$ cat src/rtl/static_linked_list_allocator_top_defines.svh
// ----------------------------------------------------------------------------
// Assertion macros for the slot allocator
// Clocked, reset-qualified concurrent assertion wrappers.
// ----------------------------------------------------------------------------
`ifndef STATIC_LINKED_LIST_ALLOCATOR_TOP_DEFINES_SVH
`define STATIC_LINKED_LIST_ALLOCATOR_TOP_DEFINES_SVH

`ifndef NO_ASSERTIONS
// assertion on an explicit clock and reset
`define SLLA_ASSERT_CLK(label, clk, rst, prop, msg) \
   label: assert property (@(posedge clk) disable iff (rst) (prop)) else $error(msg);
// assertion on the block clock and reset
`define SLLA_ASSERT(label, prop, msg) \
   `SLLA_ASSERT_CLK(label, clock, reset, prop, msg)
`else
`define SLLA_ASSERT_CLK(label, clk, rst, prop, msg)
`define SLLA_ASSERT(label, prop, msg)
`endif

`endif

$ cat src/rtl/slla_pkg.sv
// ----------------------------------------------------------------------------
// Slot allocator package
// Shared constants, control word layout and the microcode program.
// ----------------------------------------------------------------------------
package slla_pkg;

   // default sizes
   localparam int DEF_CAPACITY   = 256;
   localparam int DEF_DATA_WIDTH = 32;

   // list heads
   localparam int FREE_HEAD = 0;
   localparam int USED_HEAD = 1;

   // port field widths
   localparam int PAYLOAD_W   = 32;
   localparam int SLOT_W      = 8;
   localparam int STATUS_W    = 2;
   localparam int REQ_TDATA_W = 40;
   localparam int RSP_TDATA_W = 16;

   // result status codes
   typedef enum logic [STATUS_W-1:0] {
      STATUS_OK      = 2'd0,
      STATUS_INVALID = 2'd1,
      STATUS_FULL    = 2'd2
   } status_type;

   // operand select for link addresses and data
   typedef enum logic [2:0] {
      SEL_FREE,
      SEL_USED,
      SEL_IDX,
      SEL_X,
      SEL_Y,
      SEL_RN,
      SEL_RP
   } sel_type;

   // branch conditions
   typedef enum logic [2:0] {
      COND_NONE,
      COND_ALWAYS,
      COND_RN_ZERO,
      COND_FULL,
      COND_RANGE_BAD,
      COND_NOT_USED
   } cond_type;

   // how a step ends the program
   typedef enum logic [1:0] {
      FIN_NONE,
      FIN_QUIET,
      FIN_RESULT
   } fin_type;

   // slot register load
   typedef enum logic [1:0] {
      IDX_KEEP,
      IDX_RN,
      IDX_HW
   } idxld_type;

   // temp register load
   typedef enum logic [1:0] {
      TMP_KEEP,
      TMP_RN,
      TMP_RP
   } tmp_type;

   // program counter
   localparam int STEP_W = 4;
   typedef logic [STEP_W-1:0] step_type;

   // push program
   localparam step_type STEP_P0    = 4'd0;
   localparam step_type STEP_P1    = 4'd1;
   localparam step_type STEP_P2    = 4'd2;
   localparam step_type STEP_P3    = 4'd3;
   localparam step_type STEP_P4    = 4'd4;
   localparam step_type STEP_PN    = 4'd5;
   localparam step_type STEP_PN2   = 4'd6;
   localparam step_type STEP_PFULL = 4'd7;
   // pop program
   localparam step_type STEP_Q0    = 4'd8;
   localparam step_type STEP_Q1    = 4'd9;
   localparam step_type STEP_Q2    = 4'd10;
   localparam step_type STEP_Q3    = 4'd11;
   localparam step_type STEP_Q4    = 4'd12;
   localparam step_type STEP_QBAD  = 4'd13;
   // head setup after reset
   localparam step_type STEP_I0    = 4'd14;
   localparam step_type STEP_I1    = 4'd15;

   // one control word
   typedef struct packed {
      sel_type    nx_ra;
      sel_type    pv_ra;
      logic       nx_we;
      sel_type    nx_wa;
      sel_type    nx_wd;
      logic       pv_we;
      sel_type    pv_wa;
      sel_type    pv_wd;
      logic       use_we;
      logic       use_wd;
      logic       dat_we;
      idxld_type  idx_ld;
      tmp_type    x_ld;
      tmp_type    y_ld;
      cond_type   cond;
      step_type   target;
      fin_type    fin;
      status_type status;
      logic       grant;
   } ctl_type;

   // sequencer condition inputs
   typedef struct packed {
      logic rn_zero;
      logic full;
      logic range_bad;
      logic in_use;
   } flag_type;

   localparam ctl_type CTL_NOP = '{
      nx_ra:  SEL_FREE, pv_ra: SEL_FREE,
      nx_we:  1'b0, nx_wa: SEL_FREE, nx_wd: SEL_FREE,
      pv_we:  1'b0, pv_wa: SEL_FREE, pv_wd: SEL_FREE,
      use_we: 1'b0, use_wd: 1'b0, dat_we: 1'b0,
      idx_ld: IDX_KEEP, x_ld: TMP_KEEP, y_ld: TMP_KEEP,
      cond:   COND_NONE, target: STEP_P0,
      fin:    FIN_NONE, status: STATUS_OK, grant: 1'b0
   };

   // microcode store
   function automatic ctl_type rom_word(input step_type pc);
      ctl_type w;
      w = CTL_NOP;
      unique case (pc)
         // read first free slot
         STEP_P0: begin
            w.nx_ra = SEL_FREE;
         end
         // take it, read its successor; empty free list goes to fresh slot, or to full
         STEP_P1: begin
            w.idx_ld = IDX_RN;
            w.nx_ra  = SEL_RN;
            w.cond   = COND_RN_ZERO;
            w.target = STEP_PN;
         end
         // unlink from free list, read first used slot
         STEP_P2: begin
            w.nx_we = 1'b1; w.nx_wa = SEL_FREE; w.nx_wd = SEL_RN;
            w.pv_we = 1'b1; w.pv_wa = SEL_RN;   w.pv_wd = SEL_FREE;
            w.nx_ra = SEL_USED;
         end
         // link new slot in front of the used list
         STEP_P3: begin
            w.pv_we = 1'b1; w.pv_wa = SEL_IDX; w.pv_wd = SEL_USED;
            w.nx_we = 1'b1; w.nx_wa = SEL_IDX; w.nx_wd = SEL_RN;
            w.y_ld  = TMP_RN;
         end
         STEP_P4: begin
            w.pv_we  = 1'b1; w.pv_wa = SEL_Y;    w.pv_wd = SEL_IDX;
            w.nx_we  = 1'b1; w.nx_wa = SEL_USED; w.nx_wd = SEL_IDX;
            w.use_we = 1'b1; w.use_wd = 1'b1;
            w.dat_we = 1'b1;
            w.fin    = FIN_RESULT; w.status = STATUS_OK; w.grant = 1'b1;
         end
         STEP_PN: begin
            w.cond   = COND_FULL;
            w.target = STEP_PFULL;
         end
         // fresh slot at the high-water mark
         STEP_PN2: begin
            w.idx_ld = IDX_HW;
            w.nx_ra  = SEL_USED;
            w.cond   = COND_ALWAYS;
            w.target = STEP_P3;
         end
         STEP_PFULL: begin
            w.fin = FIN_RESULT; w.status = STATUS_FULL;
         end
         // read links and use bit of the slot
         STEP_Q0: begin
            w.nx_ra  = SEL_IDX;
            w.pv_ra  = SEL_IDX;
            w.cond   = COND_RANGE_BAD;
            w.target = STEP_QBAD;
         end
         // keep neighbors, read free-list tail
         STEP_Q1: begin
            w.x_ld   = TMP_RP;
            w.y_ld   = TMP_RN;
            w.pv_ra  = SEL_FREE;
            w.cond   = COND_NOT_USED;
            w.target = STEP_QBAD;
         end
         // unlink from used list
         STEP_Q2: begin
            w.nx_we = 1'b1; w.nx_wa = SEL_X; w.nx_wd = SEL_Y;
            w.pv_we = 1'b1; w.pv_wa = SEL_Y; w.pv_wd = SEL_X;
            w.y_ld  = TMP_RP;
         end
         // append at free-list tail
         STEP_Q3: begin
            w.nx_we  = 1'b1; w.nx_wa = SEL_IDX;  w.nx_wd = SEL_FREE;
            w.pv_we  = 1'b1; w.pv_wa = SEL_FREE; w.pv_wd = SEL_IDX;
            w.use_we = 1'b1; w.use_wd = 1'b0;
         end
         STEP_Q4: begin
            w.nx_we = 1'b1; w.nx_wa = SEL_Y;   w.nx_wd = SEL_IDX;
            w.pv_we = 1'b1; w.pv_wa = SEL_IDX; w.pv_wd = SEL_Y;
            w.fin   = FIN_RESULT; w.status = STATUS_OK;
         end
         STEP_QBAD: begin
            w.fin = FIN_RESULT; w.status = STATUS_INVALID;
         end
         // self-link both heads
         STEP_I0: begin
            w.nx_we = 1'b1; w.nx_wa = SEL_FREE; w.nx_wd = SEL_FREE;
            w.pv_we = 1'b1; w.pv_wa = SEL_FREE; w.pv_wd = SEL_FREE;
         end
         STEP_I1: begin
            w.nx_we = 1'b1; w.nx_wa = SEL_USED; w.nx_wd = SEL_USED;
            w.pv_we = 1'b1; w.pv_wa = SEL_USED; w.pv_wd = SEL_USED;
            w.fin   = FIN_QUIET;
         end
         default: begin
            w = CTL_NOP;
         end
      endcase
      return w;
   endfunction

endpackage

$ cat src/rtl/slla_sequencer.sv
// ----------------------------------------------------------------------------
// Slot allocator sequencer
// Step counter over the microcode store with conditional jumps.
// ----------------------------------------------------------------------------
module slla_sequencer (
   input  logic               clock,
   input  logic               reset,
   input  logic               start,
   input  logic               start_pop,
   input  logic               rsp_hold,
   input  slla_pkg::flag_type flags,
   output slla_pkg::ctl_type  ctl,
   output logic               busy
);
   import slla_pkg::*;

   step_type pc_ff, pc_in;
   logic     run_ff, run_in;
   ctl_type  word;
   logic     stall;
   logic     take_jump;

   // current control word
   always_comb begin
      word  = rom_word(pc_ff);
      stall = run_ff && (word.fin == FIN_RESULT) && rsp_hold;
      ctl   = (run_ff && !stall) ? word : CTL_NOP;
   end

   // branch decision
   always_comb begin
      unique case (word.cond)
         COND_NONE:      take_jump = 1'b0;
         COND_ALWAYS:    take_jump = 1'b1;
         COND_RN_ZERO:   take_jump = flags.rn_zero;
         COND_FULL:      take_jump = flags.full;
         COND_RANGE_BAD: take_jump = flags.range_bad;
         COND_NOT_USED:  take_jump = !flags.in_use;
         default:        take_jump = 1'b0;
      endcase
   end

   // next step
   always_comb begin
      pc_in  = pc_ff;
      run_in = run_ff;
      priority if (start) begin
         pc_in  = start_pop ? STEP_Q0 : STEP_P0;
         run_in = 1'b1;
      end else if (run_ff && !stall) begin
         if (word.fin != FIN_NONE) begin
            run_in = 1'b0;
         end else if (take_jump) begin
            pc_in = word.target;
         end else begin
            pc_in = pc_ff + STEP_W'(1);
         end
      end else begin
         run_in = run_ff;
      end
   end

   always_ff @(posedge clock) begin
      if (reset) begin
         pc_ff  <= STEP_I0;
         run_ff <= 1'b1;
      end else begin
         pc_ff  <= pc_in;
         run_ff <= run_in;
      end
   end

   assign busy = run_ff;

endmodule

$ cat config.mk
export PLATFORM = sky130hd
export DESIGN_NAME = slla_sequencer
export DESIGN_NICKNAME = d
export VERILOG_FILES = /design/src/rtl/static_linked_list_allocator_top_defines.svh /design/src/rtl/slla_pkg.sv /design/src/rtl/slla_sequencer.sv
export SDC_FILE = /design/constraint.sdc
export NUM_CORES = 1
export LEC_CHECK = 0
export ABC_AREA = 1
export BUFFER_PORTS_ARGS = -buffer_cell sky130_fd_sc_hd__buf_2
export CORE_MARGIN = 2
export CORE_UTILIZATION = 46
export DETAILED_ROUTE_END_ITERATION = 10
export PLACE_DENSITY_LB_ADDON = 0.15
export RECOVER_POWER = 50
export SETUP_SLACK_MARGIN = 0.2
export SKIP_LAST_GASP = 1
export SLEW_MARGIN = 25
export SYNTH_ARGS = -nofsm -noshare
export SYNTH_HDL_FRONTEND = slang
export SYNTH_SLANG_ARGS = --single-unit
$ cat constraint.sdc
create_clock -name clock -period 3.1 [get_ports clock]
set_input_delay 0.93 -clock clock [delete_from_list [all_inputs] [get_ports clock]]
set_output_delay 0.93 -clock clock [all_outputs]
set_load 0.02 [all_outputs]
==> flow_metrics.py <==
metrics = {
    "routing": {
        "drt-vias-per-instance": 4.94,
        "vias": 1181,
        "wl_per_cell_microns": 11.2,
        "wl_met1_mm": 1.20,
        "drt-total-wl_mm": 2.67,
        "drc": 0,
        "drtIter0Drc": 28,
        "detail-route-antenna-nets": 0,
        "maxUsedRoutingLayer": "met4",
        "wl_met2_mm": 1.31,
        "wl_met3_microns": 128,
        "dr.pass1.iters": 4,
    },
    "place": {
        "gp_congestion": 0.773,
        "post-dp-hpwl_mm": 1.99,
        "dp_cells": 233,
        "numPortBuffers": 47,
    },
    "layout": {
        "register_area_sq_um": 109,
        "layout_commonest_cell": "nand2_1",
        "final_cell_mix": "28 x nand2_1, 24 x buf_2, 23 x nor2_1",
        "multi_input_area_sq_um": 738,
        "n_fill_cell": 211,
        "antennaDiodeCount": 0,
        "final_cells": 239,
        "syn2layout_area_growth_pct": 33.2,
        "fin_nets": 226,
        "final_layout_size_suffix_gt1_share_pct": 37.7,
    },
    "worst_setup_path": {
        "crit_top_cell": "nor2_1",
        "crit_slowest_cell": "dfxtp_4",
        "cp_cell_sequence": "inv_1 -> ha_4 -> inv_2 -> nor2_1 -> nor2_1 -> nand2_1 -> nand2_2 -> nand2_4 -> clkbuf_16 -> nor2_1 -> clkbuf_1",
        "end_kind": "primary output",
        "cp_max_fo": 14,
        "start_kind": "flop",
        "path_delay_family": "buffers and inverters",
        "slowest_delay_ns": 0.38,
        "arrival_ns": 1.95,
        "crit_type": "reg -> out",
        "path_buf_inv": 4,
        "critical_path_required_ns": 2.17,
    },
    "timing": {
        "min_period_ns": 2.88,
        "timing.hold.ws_ns": 0.569,
        "finalClockSkew_ns": 0.00325,
        "setup_tns_ns": 0,
        "hold_viol": 0,
        "fin_crit_sh_pct": 93.0,
        "fmax_mhz": 347,
        "rsz0062_at_grt": "no",
        "slew_violations": 0,
        "final-setup-viol-count": 0,
    },
    "power": {
        "vdd_drop_max_v": 0.000635,
        "leakage_nw": 0.719,
        "power.density_nw_per_um2": 1310,
        "power.total_w": 0.00176,
    },
    "cts": {
        "clockRootBuffer": "clkbuf_4",
        "h-tree-depth": 1,
        "numCtsBuffers": 3,
        "clkSlewWorstSetupHoldPaths_ns": 0.04,
        "clk_latency_ns": 0.24,
        "clk_path_buf_depth": 2,
        "cts_tree": "built",
        "cts_sinks": 5,
    },
    "logic_synthesis": {
        "synthFlopType": "dfxtp_1",
        "synth_cell_types": 30,
        "syn-cell-area_sq_um": 1010,
        "ys_seq_area_share_pct": 9.95,
        "yosysWarnings": 0,
        "syn-instance-count": 167,
        "async_flop_share_pct": 0,
        "ys_ff_latch": 5,
        "avgSynthCellArea_sq_um": 6.02,
        "synth_edf_count": 0,
    },
    "global_route": {
        "grt_pass1_wl_mm": 4.11,
        "grt_pass1_vias": 978,
        "antenna_found_initial": 0,
        "grt_max_degree": 29,
        "grt_use_total_pct": 20.1,
        "grt-ovfl-total": 0,
    },
    "floorplan": {
        "core_sq_um": 2020,
        "num_rows": 16,
        "die_x_microns": 50.8,
        "die_h_microns": 50.8,
        "die_area_sq_um": 2580,
        "initial_core_util_pct": 49.8,
        "io_pins": 51,
    },
    "outcome": {
        "status": "completed",
    },
    "run": {
        "maxCapViolations": 0,
    },
    "worst_hold_path": {
        "hold_class": "reg -> reg",
    },
}
==> cell families (layout without fill, tap and decap cells) <==
kind of cell | Yosys count | after routing | share of synthesized area, %
xor+xnor | 1 | 1 | 0.871
compound gates | 25 | 25 | 14.2
simple gates | 88 | 88 | 46.8
flops | 5 | 5 | 9.95
buf+inv | 43 | 86 | 22.9
other cells | 1 | 3 | 0.373
fa+ha+maj | 4 | 4 | 4.98
==> path summary, 6_finish.rpt <==
path,from,end,slack [ns],depth (start not counted)
max,pc_ff[0]$_SDFFE_PP0P_,ctl[36],0.22,11
min reg2reg,pc_ff[0]$_SDFFE_PP0P_,pc_ff[0]$_SDFFE_PP0P_,0.57,2
max reg2reg,pc_ff[1]$_SDFFE_PP1P_,pc_ff[2]$_SDFFE_PP1P_,1.10,9
min,pc_ff[0]$_SDFFE_PP0P_,pc_ff[0]$_SDFFE_PP0P_,0.57,2
==> worst min-delay path, cell delays in order (launching register included) <==
cell and delay (ns):
dfxtp_4 0.36, nand3_1 0.11, a21oi_2 0.06
==> cells in the mapped netlist (2+ instances only) <==
library cell / n / area (sq um)
a21oi_1: 14 / 70.1
a31oi_1: 4 / 25.0
buf_4: 11 / 82.6
buf_6: 3 / 33.8
dfxtp_1: 5 / 100
ha_1: 4 / 50.1
inv_1: 21 / 78.8
inv_2: 6 / 22.5
inv_4: 2 / 12.5
nand2_1: 28 / 105
nand2_2: 3 / 18.8
nand2_4: 2 / 22.5
nand3_1: 15 / 75.1
nand3_2: 4 / 40.0
nand3_4: 3 / 52.6
nor2_1: 24 / 90.1
nor2_2: 3 / 18.8
nor2_4: 2 / 22.5
o21ai_0: 2 / 10.0
==> where the power goes <==
part           internal, W  switching, W
Combinational     0.000564      0.000949
Clock            0.0000486     0.0000261
Sequential        0.000101     0.0000680
Total             0.000714       0.00104
==> layout make-up <==
cell class                 instances  share of cell area, %
clock buffer                       4                   1.96
inverter                          29                   8.50
multi-input combinational        121                   55.1
sequential                         5                   8.12
tap                               27                   2.52
timing repair buffer              53                   23.8
==> timing repair <==
action                                  CTS  global route
endpoints found under the setup margin   34            34
pin swaps                                 0             2
gates resized for setup                   8            22
hold buffers                              0             0
cloned                                    0             1
buffers inserted                          0             1
==> routing by layer <==
layer | global-route usage (%) | vias up
li1 | - | 609
met1 | 25.0 | 522
met2 | 34.9 | 44
met3 | 3.27 | 6
met4 | 6.76 | 0
met5 | 0 | -
==> stage by stage <==
stage	utilization, %	setup slack (ns)	cell area, sq um
after global placement	59.5	0.281	1200
after floorplan	-	0.208	1020
after detailed placement	59.5	0.212	1200
after global routing	66.3	0.0896	1340
final	66.3	0.219	1340
after CTS	61.7	0.201	1250
==> state kept, by name, summed over array words and instances (netlist names) <==
name	count
pc_ff	4
busy	1
Note: power is estimated with default switching activity, not from simulation.
